File: src/design/gsp_pkg.sv
// ============================================================================
// gsp_pkg: shared types and constants for the gate signal probability block
// Holds the sequencer state type, the gate codes and the fixed field widths.
// ============================================================================
package gsp_pkg;

    // Default number of fraction bits; 1.0 is 2**FRAC_BITS.
    localparam int FRAC_BITS_DEF = 16;

    // Fixed widths of the stream fields.
    localparam int PROB_W = 17;
    localparam int ACT_W  = 16;
    localparam int GATE_W = 3;

    // Packed widths of the stream data words, rounded up to whole bytes.
    localparam int S_TDATA_W = 24;
    localparam int M_TDATA_W = 40;

    // Gate codes, in the order the results leave the block.
    typedef enum logic [GATE_W-1:0] {
        GATE_AND  = 3'd0,
        GATE_OR   = 3'd1,
        GATE_XOR  = 3'd2,
        GATE_NAND = 3'd3,
        GATE_NOR  = 3'd4
    } t_gate;

    // Sequencer states.
    typedef enum logic [2:0] {
        ST_IDLE,
        ST_MUL_AND,
        ST_MUL_NOR,
        ST_MUL_XOR,
        ST_RES_MUL,
        ST_RES_OUT
    } t_state;

endpackage

File: src/design/gate_signal_probability.sv
// ============================================================================
// gate_signal_probability: gate output probability and switching activity
// Keeps running products over a run of input probabilities and, on the last
// input, emits AND, OR, XOR, NAND and NOR probabilities with their activity.
// ============================================================================
// Each input transaction is accepted from idle and then takes three passes
// through the single shared multiplier, one for each running product; no new
// input is accepted until they are done. A transaction flagged last then adds
// five results, each a multiplier pass for the activity and then a wait in the
// output register until the result is taken.
// Reset (synchronous, active low) returns all three products to 1.0.
module gate_signal_probability #(
    parameter int FRAC_BITS = gsp_pkg::FRAC_BITS_DEF
) (
    input  logic                         i_clk,
    input  logic                         i_rst_n,
    // Input stream.
    input  logic                         s_axis_tvalid,
    output logic                         s_axis_tready,
    // tdata: [16:0] prob, [23:17] zero.
    input  logic [gsp_pkg::S_TDATA_W-1:0] s_axis_tdata,
    // tlast: last_input.
    input  logic                         s_axis_tlast,
    // Result stream.
    output logic                         m_axis_tvalid,
    input  logic                         m_axis_tready,
    // tdata: [2:0] gate, [19:3] out_prob, [35:20] activity, [39:36] zero.
    output logic [gsp_pkg::M_TDATA_W-1:0] m_axis_tdata,
    // tlast: last_result, set on the NOR result.
    output logic                         m_axis_tlast
);

    // Unsigned fixed point values up to 1.0 need FRAC_BITS+1 bits; the signed
    // XOR product spans -1.0 to 1.0 and needs one more.
    localparam int PW = FRAC_BITS + 1;
    localparam int XW = FRAC_BITS + 2;
    localparam int MW = 2 * PW;
    localparam int SW = MW + 1;

    localparam logic [PW-1:0] ONE   = {1'b1, {FRAC_BITS{1'b0}}};
    localparam logic [XW-1:0] ONE_X = {2'b01, {FRAC_BITS{1'b0}}};
    localparam logic [SW-1:0] HALF_S =
        {{(SW - FRAC_BITS){1'b0}}, 1'b1, {(FRAC_BITS - 1){1'b0}}};

    // Sequencer and running state.
    gsp_pkg::t_state r_state, n_state;
    gsp_pkg::t_gate  r_gate,  n_gate;
    logic [PW-1:0]   r_and,   n_and;
    logic [PW-1:0]   r_nor,   n_nor;
    logic [XW-1:0]   r_xor,   n_xor;
    logic [PW-1:0]   r_p,     n_p;
    logic            r_last,  n_last;

    // Output register.
    logic                       r_m_valid, n_m_valid;
    logic [gsp_pkg::PROB_W-1:0] r_out_prob, n_out_prob;
    logic [gsp_pkg::ACT_W-1:0]  r_act, n_act;

    // Shared multiplier with round-to-nearest rescaling.
    logic [PW-1:0] mul_a, mul_b;
    logic          mul_dbl;
    logic [MW-1:0] mul_prod;
    logic [SW-1:0] mul_sum;
    logic [PW-1:0] mul_rnd;

    // Datapath helpers.
    logic [31:0]   p_w;
    logic [31:0]   one_w;
    logic [PW-1:0] p_sat;
    logic [XW-1:0] factor;
    logic [XW-1:0] factor_mag_x;
    logic [XW-1:0] xor_mag_x;
    logic          xor_neg;
    logic [XW-1:0] xor_res;
    logic [XW-1:0] s_xor_x;
    logic [PW-1:0] s_sel;
    logic [31:0]   s_w;
    logic [31:0]   act_w;

    logic in_hs;
    logic out_hs;

    assign in_hs  = s_axis_tvalid && s_axis_tready;
    assign out_hs = r_m_valid && m_axis_tready;

    // Input probabilities above 1.0 are clamped to 1.0.
    assign p_w   = 32'(s_axis_tdata[gsp_pkg::PROB_W-1:0]);
    assign one_w = 32'(ONE);
    assign p_sat = (p_w > one_w) ? ONE : p_w[PW-1:0];

    // The XOR factor is 1 - 2p; its product is kept as a signed value and
    // multiplied in sign and magnitude form, so the rounding is symmetric.
    assign factor       = ONE_X - {r_p, 1'b0};
    assign factor_mag_x = factor[XW-1] ? (-factor) : factor;
    assign xor_mag_x    = r_xor[XW-1] ? (-r_xor) : r_xor;
    assign xor_neg      = r_xor[XW-1] ^ factor[XW-1];
    assign xor_res      = xor_neg ? (-XW'(mul_rnd)) : XW'(mul_rnd);

    // XOR probability is (1 - product) / 2, ties rounded up.
    assign s_xor_x = ONE_X - r_xor + XW'(1);

    // Probability of the gate currently being reported.
    always_comb begin
        case (r_gate)
            gsp_pkg::GATE_AND:  s_sel = r_and;
            gsp_pkg::GATE_OR:   s_sel = ONE - r_nor;
            gsp_pkg::GATE_XOR:  s_sel = s_xor_x[XW-1:1];
            gsp_pkg::GATE_NAND: s_sel = ONE - r_and;
            gsp_pkg::GATE_NOR:  s_sel = r_nor;
            default:            s_sel = r_nor;
        endcase
    end

    // The multiplier result is rescaled by FRAC_BITS with rounding; for the
    // activity the product is doubled first, giving 2s(1-s).
    assign mul_prod = MW'(mul_a) * MW'(mul_b);
    assign mul_sum  = (mul_dbl ? {mul_prod, 1'b0} : {1'b0, mul_prod}) + HALF_S;
    assign mul_rnd  = mul_sum[FRAC_BITS +: PW];

    // With more than sixteen fraction bits the outputs keep only the low bits.
    assign s_w   = 32'(s_sel);
    assign act_w = 32'(mul_rnd);

    // Next state.
    always_comb begin
        n_state = r_state;
        case (r_state)
            gsp_pkg::ST_IDLE: begin
                if (in_hs) begin
                    n_state = gsp_pkg::ST_MUL_AND;
                end
            end
            gsp_pkg::ST_MUL_AND: n_state = gsp_pkg::ST_MUL_NOR;
            gsp_pkg::ST_MUL_NOR: n_state = gsp_pkg::ST_MUL_XOR;
            gsp_pkg::ST_MUL_XOR: begin
                n_state = r_last ? gsp_pkg::ST_RES_MUL : gsp_pkg::ST_IDLE;
            end
            gsp_pkg::ST_RES_MUL: n_state = gsp_pkg::ST_RES_OUT;
            gsp_pkg::ST_RES_OUT: begin
                if (out_hs) begin
                    n_state = (r_gate == gsp_pkg::GATE_NOR) ?
                              gsp_pkg::ST_IDLE : gsp_pkg::ST_RES_MUL;
                end
            end
            default: n_state = gsp_pkg::ST_IDLE;
        endcase
    end

    // Multiplier operands, handshakes and register updates.
    always_comb begin
        s_axis_tready = 1'b0;
        mul_a      = r_and;
        mul_b      = r_p;
        mul_dbl    = 1'b0;
        n_gate     = r_gate;
        n_and      = r_and;
        n_nor      = r_nor;
        n_xor      = r_xor;
        n_p        = r_p;
        n_last     = r_last;
        n_m_valid  = r_m_valid;
        n_out_prob = r_out_prob;
        n_act      = r_act;
        case (r_state)
            gsp_pkg::ST_IDLE: begin
                s_axis_tready = 1'b1;
                if (in_hs) begin
                    n_p    = p_sat;
                    n_last = s_axis_tlast;
                end
            end
            gsp_pkg::ST_MUL_AND: begin
                mul_a = r_and;
                mul_b = r_p;
                n_and = mul_rnd;
            end
            gsp_pkg::ST_MUL_NOR: begin
                mul_a = r_nor;
                mul_b = ONE - r_p;
                n_nor = mul_rnd;
            end
            gsp_pkg::ST_MUL_XOR: begin
                mul_a  = xor_mag_x[PW-1:0];
                mul_b  = factor_mag_x[PW-1:0];
                n_xor  = xor_res;
                n_gate = gsp_pkg::GATE_AND;
            end
            gsp_pkg::ST_RES_MUL: begin
                mul_a      = s_sel;
                mul_b      = ONE - s_sel;
                mul_dbl    = 1'b1;
                n_m_valid  = 1'b1;
                n_out_prob = s_w[gsp_pkg::PROB_W-1:0];
                n_act      = act_w[gsp_pkg::ACT_W-1:0];
            end
            gsp_pkg::ST_RES_OUT: begin
                if (out_hs) begin
                    n_m_valid = 1'b0;
                    if (r_gate == gsp_pkg::GATE_NOR) begin
                        // Run finished: every product goes back to 1.0.
                        n_and = ONE;
                        n_nor = ONE;
                        n_xor = ONE_X;
                    end else begin
                        n_gate = gsp_pkg::t_gate'(r_gate + 3'd1);
                    end
                end
            end
            default: begin
                s_axis_tready = 1'b0;
            end
        endcase
    end

    always_ff @(posedge i_clk) begin
        if (!i_rst_n) begin
            r_state   <= gsp_pkg::ST_IDLE;
            r_gate    <= gsp_pkg::GATE_AND;
            r_and     <= ONE;
            r_nor     <= ONE;
            r_xor     <= ONE_X;
            r_last    <= 1'b0;
            r_m_valid <= 1'b0;
        end else begin
            r_state   <= n_state;
            r_gate    <= n_gate;
            r_and     <= n_and;
            r_nor     <= n_nor;
            r_xor     <= n_xor;
            r_last    <= n_last;
            r_m_valid <= n_m_valid;
        end
    end

    always_ff @(posedge i_clk) begin
        r_p        <= n_p;
        r_out_prob <= n_out_prob;
        r_act      <= n_act;
    end

    assign m_axis_tvalid = r_m_valid;
    assign m_axis_tdata  = {4'd0, r_act, r_out_prob, r_gate};
    assign m_axis_tlast  = (r_gate == gsp_pkg::GATE_NOR);

`ifndef SYNTHESIS
    // A result is only ever offered from the output state.
    a_valid_in_out_state: assert property (@(posedge i_clk) disable iff (!i_rst_n)
        r_m_valid |-> (r_state == gsp_pkg::ST_RES_OUT))
        else $error("result offered outside the output state");

    // The block never takes input while a result is pending.
    a_no_accept_while_busy: assert property (@(posedge i_clk) disable iff (!i_rst_n)
        s_axis_tready |-> !r_m_valid)
        else $error("input accepted while a result is pending");

    // Delivering the NOR result returns every product to 1.0.
    a_products_restored: assert property (@(posedge i_clk) disable iff (!i_rst_n)
        (out_hs && (r_gate == gsp_pkg::GATE_NOR)) |=>
            ((r_and == ONE) && (r_nor == ONE) && (r_xor == ONE_X)
             && (r_state == gsp_pkg::ST_IDLE)))
        else $error("products not restored after the last result");

    // Results are reported in gate order, one code after another.
    a_gate_order: assert property (@(posedge i_clk) disable iff (!i_rst_n)
        (out_hs && (r_gate != gsp_pkg::GATE_NOR)) |=>
            (r_gate == gsp_pkg::t_gate'($past(r_gate) + 3'd1)))
        else $error("gate sequence broken");
`endif

endmodule
File: config.mk
export PLATFORM = sky130hd
export DESIGN_NAME = gate_signal_probability
export DESIGN_NICKNAME = d
export VERILOG_FILES = /design/src/design/gsp_pkg.sv /design/src/design/gate_signal_probability.sv
export SDC_FILE = /design/constraint.sdc
export NUM_CORES = 1
export LEC_CHECK = 0
export BUFFER_PORTS_ARGS = -buffer_cell sky130_fd_sc_hd__buf_2
export CAP_MARGIN = 40
export CORE_MARGIN = 2
export CORE_UTILIZATION = 30
export CTS_BUF_LIST = sky130_fd_sc_hd__clkbuf_2 sky130_fd_sc_hd__clkbuf_4 sky130_fd_sc_hd__clkbuf_8
export DETAILED_ROUTE_END_ITERATION = 16
export PLACE_DENSITY = 0.55
export SLEW_MARGIN = 20
export SYNTH_ARGS = -nofsm -noshare
export SYNTH_HDL_FRONTEND = slang
export SYNTH_SLANG_ARGS = --single-unit
File: constraint.sdc
create_clock -name i_clk -period 34 [get_ports i_clk]
set_input_delay 0 -clock i_clk [delete_from_list [all_inputs] [get_ports i_clk]]
set_output_delay 0 -clock i_clk [all_outputs]
set_load 0.03 [all_outputs]
==> flow_metrics.tcl <==
set metrics [dict create \
    status "completed" \
    skew_ns 0.02781 \
    synthTopCellsByArea "fa_1 24%, edfxtp_1 8.1%, ha_1 7.6%, nand2_1 6.5%, dfxtp_1 6.4%" \
    crit_path_max_incr_delay_ns 0.70 \
    endpoint_kind "flip-flop" \
    area_delta_synth_final_pct 9.486 \
    nFillCells 6461 \
    final_nets 2652 \
    crit_fanout 41 \
    hold_viol 0 \
    gp_congestion 0.9160 \
    yosys_most_used_dff "dfxtp_1" \
    initial_core_util 0.3028 \
    crit_required_ns 34.34 \
    clk_path_buf_depth 2 \
    maxCapViolCount 0 \
    synth_area_mm2 0.01865 \
    antenna_found_initial 1 \
    die_w_um 253.3 \
    cts_root_buf "clkbuf_8" \
    coreArea_mm2 0.06160 \
    synthArstFlopShare 0 \
    synthCells 2265 \
    io_buffers 60 \
    post_dp_cell_area_mm2 0.01998 \
    layout_setup_ws_ns 20.55 \
    grt_pass1_wl_um 96280 \
    tightest_slew_ns 0.8881 \
    grt_pass1_vias 16710 \
    setup_tns_ns 0 \
    clk_pin_slew_ns 0.14 \
    dp.final_hpwl_um 47720 \
    dieArea_mm2 0.06418 \
    synth_edf_count 50 \
    syn_area_per_cell_um2 8.234 \
    drc 0 \
    grt_max_degree 64 \
    period_needed_ns 13.45 \
    cts_tree "done" \
    relSlewSlack 0.4059 \
    worst_path_most_repeated_cell "fa_1" \
    fmax_ghz 0.07437 \
    multiInputGateArea_mm2 0.01431 \
    period_share 0.3955 \
    vias 16737 \
    chipHeight_um 253.3 \
    final_cell_area_mm2 0.02042 \
    grt-ovfl-total 0 \
    clock_latency_ns 0.45 \
    netlist-cell-type-count 95 \
    synth_seq_cells 110 \
    cts-buffers-inserted 9 \
    rows 91 \
    grt.total_usage 0.1940 \
    seq_area_frac_synth 0.1449 \
    slew_viol_final 0 \
    drive_gt1_frac 0.08631 \
    drtIter0Drc 1374 \
    worstPathArrival_ns 13.79 \
    setup_violations 0 \
    pre_cts_slack_ns 20.53 \
    routed_wl_um 61600 \
    fin_util 0.3315 \
    hp-class "primary input to flip-flop" \
    cts_setup_buffers 0 \
    grt_setup_unrepaired "false" \
    ff_latch_area_mm2 0.002703 \
    path_class "flip-flop to flip-flop" \
    numClockSinks 110 \
    h-tree-depth 3 \
    firstDrtPassIters 6 \
    synth_warnings 0 \
    yosysTopAreaCell "fa_1" \
    wl_per_cell_um 19.67 \
    postRouteAntennaNets 0 \
    n_antenna_cell 0 \
    critPathLaunchType "flip-flop" \
    synth_top_area_frac 0.2372 \
    ios 72 \
    worst_path_max_delay_cell "a221o_1" \
    vias_per_cell 5.346 \
]
==> metal layers <==
metal / up-vias / GRT usage / share of wire / wire (um)
met1: 8446 / 0.2599 / 0.44 / 27180
met4: 0 / 0.06915 / 0.032 / 1944
li1: 7676 / - / - / -
met5: - / 0 / 0 / 0
met2: 514 / 0.3260 / 0.48 / 29520
met3: 101 / 0.01665 / 0.048 / 2962
==> stage by stage <==
stage / hold WS (ns) / std cells
after global placement: 0.2647 / 3081
after floorplan: 0.1667 / 2268
after CTS: 0.06197 / 3127
after detailed placement: 0.2733 / 3091
final: 0.1143 / 3131
after global routing: 0.1338 / 3131
==> worst max-delay path, delay by kind of cell (launching register included) <==
kind	cells	cell delay (ns)
compound gates	9	3.13
flops	1	0.65
mux	1	0.35
buf+inv	6	0.83
simple gates	12	4.18
fa+ha+maj	8	3.90
xor+xnor	2	0.26
==> timing repair <==
item	CTS	global route
endpoints found under the hold margin	20	0
gates resized for setup	0	0
hold buffers	20	0
==> cell families after synthesis <==
family	after synthesis	share of synthesized area
compound gates	430	0.1650
xor+xnor	104	0.04884
fa+ha+maj	334	0.3130
buf+inv	444	0.09131
flops	110	0.1449
mux	37	0.02046
other cells	1	0.0002011
simple gates	805	0.2162
==> layout by cell type, fill, tap and decap left out, types with 61 or more instances in the layout <==
cell and instances:
a21oi_1 61, and2_1 100, buf_2 62, fa_1 221, ha_1 113, inv_1 315, nand2_1 321, nor2_1 90
nor2b_1 65, o21ai_0 67, xnor2_1 65
==> layout make-up <==
class / instances / share of cell area
well taps: 837 / 0.05129
multi-input cells: 1714 / 0.7009
flip-flops and latches: 110 / 0.1324
inverters: 317 / 0.05833
clock inverters: 7 / 0.004350
clock buffers: 9 / 0.006066
repair buffers: 137 / 0.04669
==> synthesized netlist by cell type, drive strengths merged, types with 8 or more instances <==
cell    count
or2        13
nor2       92
nor2b      65
mux2        9
xnor2      65
fa        221
a211oi     24
o211ai     21
clkbuf    103
or4        12
and2      100
and3       16
dfxtp      60
edfxtp     50
a22oi      47
a21oi      62
o21ai      86
nand2     322
nor4       23
a31oi      19
o221ai     11
ha        113
a221oi      9
nand2b     14
inv       317
buf        24
xor2       39
a31o        8
nand3      29
or3        35
a21o       11
nor3       45
o31ai      14
mux2i      28
nand4      10
nor3b       8
==> worst paths after layout <==
| path | start | end | slack [ns] | depth (start not counted) |
|---|---|---|---|---|
| worst min-delay path | i_rst_n | r_nor[16]$_SDFFE_PN1P_ | 0.11 | 2 |
| worst max-delay path | r_gate[2]$_SDFFE_PN0P_ | r_xor[17]$_SDFFE_PN0P_ | 20.55 | 38 |
| worst min register to register | r_last$_SDFFE_PN0P_ | r_state[2]$_SDFFE_PN0P_ | 0.48 | 2 |
| worst max register to register | r_gate[2]$_SDFFE_PN0P_ | r_xor[17]$_SDFFE_PN0P_ | 20.55 | 38 |
==> sequential cells by signal (all words and copies together) (netlist names) <==
register	flops
r_out_prob	17
r_last	1
m_axis_tvalid	1
r_p	17
r_and	17
r_nor	17
r_act	16
r_state	3
r_xor	18
r_gate	3
Power is not shown: default switching activity piles up to over one toggle a cycle in this logic, so the estimate is an artifact.
